<file path="config.mk">
export PLATFORM = sky130hd
export DESIGN_NAME = char_buffer_insert_erase_core
export DESIGN_NICKNAME = d
export VERILOG_FILES = /design/src/hdl/cbie_pkg.sv /design/src/hdl/cbie_cell.sv /design/src/hdl/char_buffer_insert_erase_core.sv
export VERILOG_INCLUDE_DIRS = /design/src /design/src/hdl
export SDC_FILE = /design/constraint.sdc
export NUM_CORES = 2
export LEC_CHECK = 0
export BUFFER_PORTS_ARGS = -buffer_cell sky130_fd_sc_hd__buf_2
export CAP_MARGIN = 30
export CORE_MARGIN = 2
export CORE_UTILIZATION = 30
export DETAILED_ROUTE_END_ITERATION = 6
export GPL_TIMING_DRIVEN = 0
export PLACE_DENSITY_LB_ADDON = 0.25
export SLEW_MARGIN = 20
export SYNTH_ARGS = -nofsm -noshare
export SYNTH_HDL_FRONTEND = slang
export SYNTH_SLANG_ARGS = --single-unit
</file>
<file path="constraint.sdc">
create_clock -name clk -period 6.45 [get_ports clk]
set_input_delay 0.9675 -clock clk [delete_from_list [all_inputs] [get_ports clk]]
set_output_delay 0.9675 -clock clk [all_outputs]
set_load 0.05 [all_outputs]
</file>
<file path="src/hdl/char_buffer_insert_erase_core_assert.svh">
// assertion macros for the character buffer core
`ifndef CHAR_BUFFER_INSERT_ERASE_CORE_ASSERT_SVH
`define CHAR_BUFFER_INSERT_ERASE_CORE_ASSERT_SVH

// same-cycle implication
`define CBIE_ASSERT_NOW(label, clk, rst_n, ante, cons) \
	label: assert property (@(posedge clk) disable iff (!rst_n) (ante) |-> (cons)) \
		else $error("cbie assertion failed");

// next-cycle implication
`define CBIE_ASSERT_NEXT(label, clk, rst_n, ante, cons) \
	label: assert property (@(posedge clk) disable iff (!rst_n) (ante) |=> (cons)) \
		else $error("cbie assertion failed");

`endif

</file>
<file path="src/hdl/cbie_pkg.sv">
// types and constants shared by the character buffer modules
package cbie_pkg;

	localparam int LEN_W = 7;

	localparam logic [2:0] FN_INSERT     = 3'd0;
	localparam logic [2:0] FN_ERASE      = 3'd1;
	localparam logic [2:0] FN_PUSH_FRONT = 3'd2;
	localparam logic [2:0] FN_POP_FRONT  = 3'd3;
	localparam logic [2:0] FN_PUSH_BACK  = 3'd4;
	localparam logic [2:0] FN_POP_BACK   = 3'd5;

	localparam logic [1:0] ST_OK    = 2'd0;
	localparam logic [1:0] ST_FULL  = 2'd1;
	localparam logic [1:0] ST_EMPTY = 2'd2;
	localparam logic [1:0] ST_INDEX = 2'd3;

	localparam logic [1:0] MODE_HOLD = 2'd0;
	localparam logic [1:0] MODE_UP   = 2'd1;
	localparam logic [1:0] MODE_DOWN = 2'd2;

	localparam logic [LEN_W-1:0] CAP_RESET = 7'd64;

	typedef struct packed {
		logic [2:0]       func;
		logic [LEN_W-1:0] position;
		logic [7:0]       byte_in;
	} in_item_t;

	typedef struct packed {
		logic [7:0]       byte_out;
		logic [LEN_W-1:0] new_length;
		logic [1:0]       status;
	} out_item_t;

	typedef struct packed {
		logic [1:0]       mode;
		logic [LEN_W-1:0] at;
		logic [7:0]       byte_in;
	} cell_ctl_t;

endpackage

</file>
<file path="src/hdl/cbie_cell.sv">
// one byte slot of the buffer, shifts up or down with its neighbors
module cbie_cell #(
	parameter int IDX = 0
) (
	input  logic               clk,
	input  logic               arst_n,
	input  cbie_pkg::cell_ctl_t ctl,
	input  logic [7:0]         left_byte,
	input  logic [7:0]         right_byte,
	output logic [7:0]         q,
	output logic [7:0]         tap
);

	logic [7:0] data_q;
	logic       above;
	logic       here;

	assign above = IDX > int'(ctl.at);
	assign here  = IDX == int'(ctl.at);

	always_ff @(posedge clk or negedge arst_n) begin
		if (!arst_n) begin
			data_q <= 8'd0;
		end else begin
			case (ctl.mode)
				cbie_pkg::MODE_UP: begin
					if (above) begin
						data_q <= left_byte;
					end else if (here) begin
						data_q <= ctl.byte_in;
					end
				end
				cbie_pkg::MODE_DOWN: begin
					if (above || here) begin
						data_q <= right_byte;
					end
				end
				default: begin
				end
			endcase
		end
	end

	assign q   = data_q;
	assign tap = here ? data_q : 8'd0;

endmodule

</file>
<file path="src/hdl/char_buffer_insert_erase_core.sv">
// top level: control, length and capacity registers, row of byte cells
// an accepted item's result appears on the output register in the cycle after it is accepted
// throughput: one item per cycle while out_ready is high; the cells at and above the target
// position shift or load in the same cycle, so the cell row update sets the rate
// reset clears every cell to zero, the length to zero and the capacity register to 64
`include "char_buffer_insert_erase_core_assert.svh"
module char_buffer_insert_erase_core #(
	parameter int CAPACITY = 64
) (
	input  logic                          clk,
	input  logic                          arst_n,
	input  logic                          in_valid,
	output logic                          in_ready,
	input  cbie_pkg::in_item_t            in_data,
	output logic                          out_valid,
	input  logic                          out_ready,
	output cbie_pkg::out_item_t           out_data,
	input  logic                          cfg_wr_en,
	input  logic [cbie_pkg::LEN_W-1:0]    cfg_wr_data
);

	localparam int NCELL = (CAPACITY > 127) ? 127 : CAPACITY;
	localparam logic [cbie_pkg::LEN_W-1:0] CAP_L = cbie_pkg::LEN_W'(NCELL);

	logic [cbie_pkg::LEN_W-1:0] cap_q;
	logic [cbie_pkg::LEN_W-1:0] len_q;
	logic [cbie_pkg::LEN_W-1:0] eff_cap;
	logic [cbie_pkg::LEN_W-1:0] len_next;
	logic                       out_valid_q;
	cbie_pkg::out_item_t        out_q;
	logic                       in_fire;
	logic                       full;
	logic                       empty;
	logic [1:0]                 st;
	logic [1:0]                 op_mode;
	logic [cbie_pkg::LEN_W-1:0] op_at;
	logic                       is_pop;
	logic [7:0]                 sel_byte;
	cbie_pkg::cell_ctl_t        ctl;
	logic [7:0]                 cell_q   [NCELL];
	logic [7:0]                 cell_tap [NCELL];

	assign in_ready = !out_valid_q || out_ready;
	assign in_fire  = in_valid && in_ready;

	always_comb begin
		if (cap_q == '0) begin
			eff_cap = cbie_pkg::LEN_W'(1);
		end else if (int'(cap_q) > NCELL) begin
			eff_cap = CAP_L;
		end else begin
			eff_cap = cap_q;
		end
	end

	assign full  = len_q >= eff_cap;
	assign empty = len_q == '0;

	always_comb begin
		st      = cbie_pkg::ST_OK;
		op_mode = cbie_pkg::MODE_HOLD;
		op_at   = '0;
		is_pop  = 1'b0;
		case (in_data.func)
			cbie_pkg::FN_INSERT: begin
				if (full) begin
					st = cbie_pkg::ST_FULL;
				end else if (in_data.position > len_q) begin
					st = cbie_pkg::ST_INDEX;
				end else begin
					op_mode = cbie_pkg::MODE_UP;
					op_at   = in_data.position;
				end
			end
			cbie_pkg::FN_ERASE: begin
				if (empty) begin
					st = cbie_pkg::ST_EMPTY;
				end else if (in_data.position >= len_q) begin
					st = cbie_pkg::ST_INDEX;
				end else begin
					op_mode = cbie_pkg::MODE_DOWN;
					op_at   = in_data.position;
				end
			end
			cbie_pkg::FN_PUSH_FRONT: begin
				if (full) begin
					st = cbie_pkg::ST_FULL;
				end else begin
					op_mode = cbie_pkg::MODE_UP;
				end
			end
			cbie_pkg::FN_POP_FRONT: begin
				if (empty) begin
					st = cbie_pkg::ST_EMPTY;
				end else begin
					op_mode = cbie_pkg::MODE_DOWN;
					is_pop  = 1'b1;
				end
			end
			cbie_pkg::FN_PUSH_BACK: begin
				if (full) begin
					st = cbie_pkg::ST_FULL;
				end else begin
					op_mode = cbie_pkg::MODE_UP;
					op_at   = len_q;
				end
			end
			cbie_pkg::FN_POP_BACK: begin
				if (empty) begin
					st = cbie_pkg::ST_EMPTY;
				end else begin
					op_mode = cbie_pkg::MODE_DOWN;
					op_at   = len_q - 1'b1;
					is_pop  = 1'b1;
				end
			end
			default: begin
				st = cbie_pkg::ST_INDEX;
			end
		endcase
	end

	always_comb begin
		case (op_mode)
			cbie_pkg::MODE_UP:   len_next = len_q + 1'b1;
			cbie_pkg::MODE_DOWN: len_next = len_q - 1'b1;
			default:             len_next = len_q;
		endcase
	end

	assign ctl.mode    = in_fire ? op_mode : cbie_pkg::MODE_HOLD;
	assign ctl.at      = op_at;
	assign ctl.byte_in = in_data.byte_in;

	// row of cells, each takes its neighbor's byte on a shift
	for (genvar i = 0; i < NCELL; i++) begin : g_cell
		logic [7:0] left_b;
		logic [7:0] right_b;
		if (i == 0) begin : g_first
			assign left_b = 8'd0;
		end else begin : g_mid_l
			assign left_b = cell_q[i-1];
		end
		if (i == NCELL - 1) begin : g_last
			assign right_b = 8'd0;
		end else begin : g_mid_r
			assign right_b = cell_q[i+1];
		end
		cbie_cell #(
			.IDX (i)
		) u_cell (
			.clk        (clk),
			.arst_n     (arst_n),
			.ctl        (ctl),
			.left_byte  (left_b),
			.right_byte (right_b),
			.q          (cell_q[i]),
			.tap        (cell_tap[i])
		);
	end

	always_comb begin
		sel_byte = 8'd0;
		for (int i = 0; i < NCELL; i++) begin
			sel_byte = sel_byte | cell_tap[i];
		end
	end

	always_ff @(posedge clk or negedge arst_n) begin
		if (!arst_n) begin
			cap_q       <= cbie_pkg::CAP_RESET;
			len_q       <= '0;
			out_valid_q <= 1'b0;
		end else begin
			if (cfg_wr_en) begin
				cap_q <= cfg_wr_data;
			end
			if (in_fire) begin
				len_q       <= len_next;
				out_valid_q <= 1'b1;
			end else if (out_ready) begin
				out_valid_q <= 1'b0;
			end
		end
	end

	always_ff @(posedge clk) begin
		if (in_fire) begin
			out_q.byte_out   <= is_pop ? sel_byte : 8'd0;
			out_q.new_length <= len_next;
			out_q.status     <= st;
		end
	end

	assign out_valid = out_valid_q;
	assign out_data  = out_q;

	`CBIE_ASSERT_NOW(a_len_bound, clk, arst_n, 1'b1, len_q <= CAP_L)
	`CBIE_ASSERT_NEXT(a_fail_keeps_len, clk, arst_n, in_fire && st != cbie_pkg::ST_OK, len_q == $past(len_q))
	`CBIE_ASSERT_NEXT(a_grow_len, clk, arst_n, in_fire && op_mode == cbie_pkg::MODE_UP, len_q == $past(len_q) + 1'b1)
	`CBIE_ASSERT_NOW(a_byte_only_ok, clk, arst_n, out_valid_q && out_q.byte_out != 8'd0, out_q.status == cbie_pkg::ST_OK)

endmodule
</file>
==> summary.md <==
| Metric | Value |
|---|---|
| Clock root buffer | clkbuf_16 |
| Power density cells | 611 mW/mm2 |
| Main synth FF type | dfrtp_1 |
| YS warnings | 0 |
| Post-DRT Antenna Nets | 0 |
| Post-DP Area | approximately 0.041 mm2 |
| Number of global-route vias before repair | approximately 38000 |
| CTS Buffer Depth | 3 |
| Post-route DRC | 55 |
| Failing checks | DRC, setup timing |
| Total Routing Usage GR | 0.509 |
| Worst EP arrival | between 6 and 7 ns |
| Final clock skew | roughly 0.048 ns |
| Post-Syn Nets | roughly 4000 |
| H-Tree Depth | 3 |
| Register bit total from synthesis | between 500 and 600 |
| CP endpoint kind | flip-flop |
| Final setup margin | -0.141 ns |
| Mean area per synthesized cell | between 9 and 10 um2 |
| Setup TNS | -0.512 ns |
| Hold Worst Slack | about 0.25 ns |
| Initial antenna violation count | 70 |
| Fmax | roughly 150 MHz |
| CP required | roughly 6.8 ns |
| Final worst-path cycle share | 1.02 |
| CP Max Fanout | 10 |
| Gp weighted congestion | roughly 1.1 |
| Initial DRC Count | 6586 |
| CTS tree | done |
| VDD IR max | 0.309 mV |
| First-pass GRT wire length | approximately 410000 um |
| Reg clk slew, reported paths | 0.06 ns |
| Worst Tran Pin Value | approximately 1.2 ns |
| Power, Total | roughly 27 mW |
| Post-route minimum period | 6.59 ns |
| Drt total wl | 325000 um |
| Post-Syn Instances | around 4000 |
| Library cells used by synthesis | between 90 and 100 |
| Clk sink count | about 540 |
| Dominant cell type by area after synthesis | dfrtp_1 |
| Relative slew margins | 0.184 |
| List of most frequent post-synthesis cells | nand2_1, dfrtp_1, mux2i_1, o21ai_0, mux2_2 |
| Leakage | around 19 nW |
| Area grow syn2layout | 20.9% |
| Largest net degree at the start of global routing | 87 |
| HP Class | in -> async |
| Synthesized area | approximately 0.037 mm2 |
| Count leader, synth | nand2_1 |
| Final instance area | 0.0442 mm2 |
| DR pass1 iterations | 7 |
| Final Hold Viols | 0 |
| Startpoint types | flip-flop |
| Outcome | finished with violations |
| DIE WIDTH | between 300 and 400 um |
| # nets final | roughly 4300 |
| Initial Util | 0.301 |
| Avg Vias per Cell | 6.84 |
| Setup Crit Path Kind | reg -> reg |
| DR WL/cell | around 55 um |
| Max_cap viols | 0 |
| Row count | 128 |
| Slew Limit Fails | 0 |
| Main area contributors after synthesis | dfrtp_1, mux2i_1, mux2_2, o21ai_0, nand2_1 |
| Via count | between 40000 and 50000 |
| Post-route insts no fill | approximately 5900 |
| Setup violations, final | 7 |
| Asr flop ratio synth | 0.969 |
| Die area | between 0.1 and 0.15 mm2 |
| Layout cells sized above 1 | 0.234 |
| I/O Buffers | 39 |
| Post-DP HPWL | between 200000 and 300000 um |
| Die Y | roughly 350 um |
| Core area | about 0.12 mm2 |
| Register area share after synthesis | 0.375 |
| Grt total ovfl | 0 |
| Post-synth top area share | 0.360 |
| IO Pins | a little under 50 |
| Number of flops mapped to enable cells by yosys | 17 |
| CTS Buf Count | 74 |
| Hold_buf cts | 0 |
| Placed insts | roughly 5800 |
| Clock Latency Late Sink | 0.73 ns |
==> placed cells by master (no fill, tap or decap), drive strengths merged, types with 31 or more instances in the layout <==
cell type,Yosys,final
nand2,612,612
o21ai,550,550
dfrtp,526,526
mux2i,502,502
mux2,400,400
clkbuf,210,314
buf,99,281
nor2,219,219
a21oi,196,196
a22oi,114,114
nor3,56,56
nand3,53,53
a221oi,32,32
nand4,31,31
==> final cells by class <==
| cell class | count | area, um2 |
|---|---|---|
| multi-input combinational | 3100 | 21900 |
| sequential | 544 | 13700 |
| tap | 1625 | 2030 |
| clock buffer | 101 | 2090 |
| buffer | 308 | 1450 |
| fill | 12600 | 77100 |
| antenna | 27 | 67.6 |
| timing repair buffer | 187 | 2350 |
| clock inverter | 31 | 450 |
| inverter | 24 | 91.3 |
==> layer usage <==
layer,vias to the layer above,wire length [um],GRT usage
li1,15200,-,-
met1,20800,121000,0.608
met2,3495,130000,0.713
met3,1122,39500,0.196
met4,32,35200,0.441
met5,-,390,0
==> final timing paths <==
path | depth (start not counted) | endpoint | start | slack [ns]
min in group clk | 2 | out_valid$_DFFE_PN0P_ | in_valid | 0.50
setup reg to reg | 17 | out_data[12]$_SDFFCE_PN0P_ | len_q[4]$_DFFE_PN0P_ | -0.14
max in group asynchronous | 3 | g_cell[28].u_cell.q[7]$_DFFE_PN0P_ | arst_n | 4.75
setup / recovery | 17 | out_data[12]$_SDFFCE_PN0P_ | len_q[4]$_DFFE_PN0P_ | -0.14
hold / removal | 1 | len_q[1]$_DFFE_PN0P_ | arst_n | 0.25
hold reg to reg | 1 | cap_q[0]$_DFFE_PN0P_ | cap_q[0]$_DFFE_PN0P_ | 0.53
==> critical path, cell delays in order, from the launching register on <==
cell	delay, ns
dfrtp_1	0.42
buf_4	0.22
clkinv_1	0.27
ha_1	0.39
a21oi_1	0.21
o21ai_1	0.17
a21oi_2	0.53
a32oi_1	0.27
and4_1	0.27
clkbuf_1	0.35
clkbuf_4	0.44
buf_1	0.30
a22oi_1	0.36
o22ai_1	0.14
a221oi_2	0.51
nand4_1	0.45
nor3_2	0.50
a31oi_1	0.36
==> kinds of logic (layout without fill, tap and decap cells) <==
kind of cell,Yosys count,after routing,synth area share
adder cells (fa/ha/maj),21,21,0.00719
XOR/XNOR,2,2,0.000480
other,0,27,0
multiplexers,902,902,0.262
AO/OA/AOI/OAI,1121,1121,0.192
buffers and inverters,333,651,0.0378
AND/OR/NAND/NOR,1054,1054,0.126
flip-flops,544,544,0.375
==> power breakdown <==
group / internal (mW) / switching (mW)
logic: 4.75 / 8.86
registers: 4.82 / 4.02
clock network: 2.61 / 1.91
total: 12.2 / 14.8
==> stage by stage <==
stage / utilization / worst slack, ns
after floorplan: - / 1.96
after global placement: 0.320 / -8.30
after detailed placement: 0.339 / -1.18
after CTS: 0.362 / -0.0313
after global routing: 0.364 / -0.0000879
final: 0.364 / -0.141
==> sequential cells by signal, indices dropped and copies added, names as in the netlist <==
signal	cells
g_cell.u_cell.q	512
out_data	17
cap_q	7
len_q	7
out_valid	1
==> repair_timing <==
item,in CTS,in global routing
endpoints found under the setup margin,333,85
setup buffers,9,0
cloned,0,0
resized for setup,42,27
pin swaps,7,2
Power figures use the tool's default switching activity.
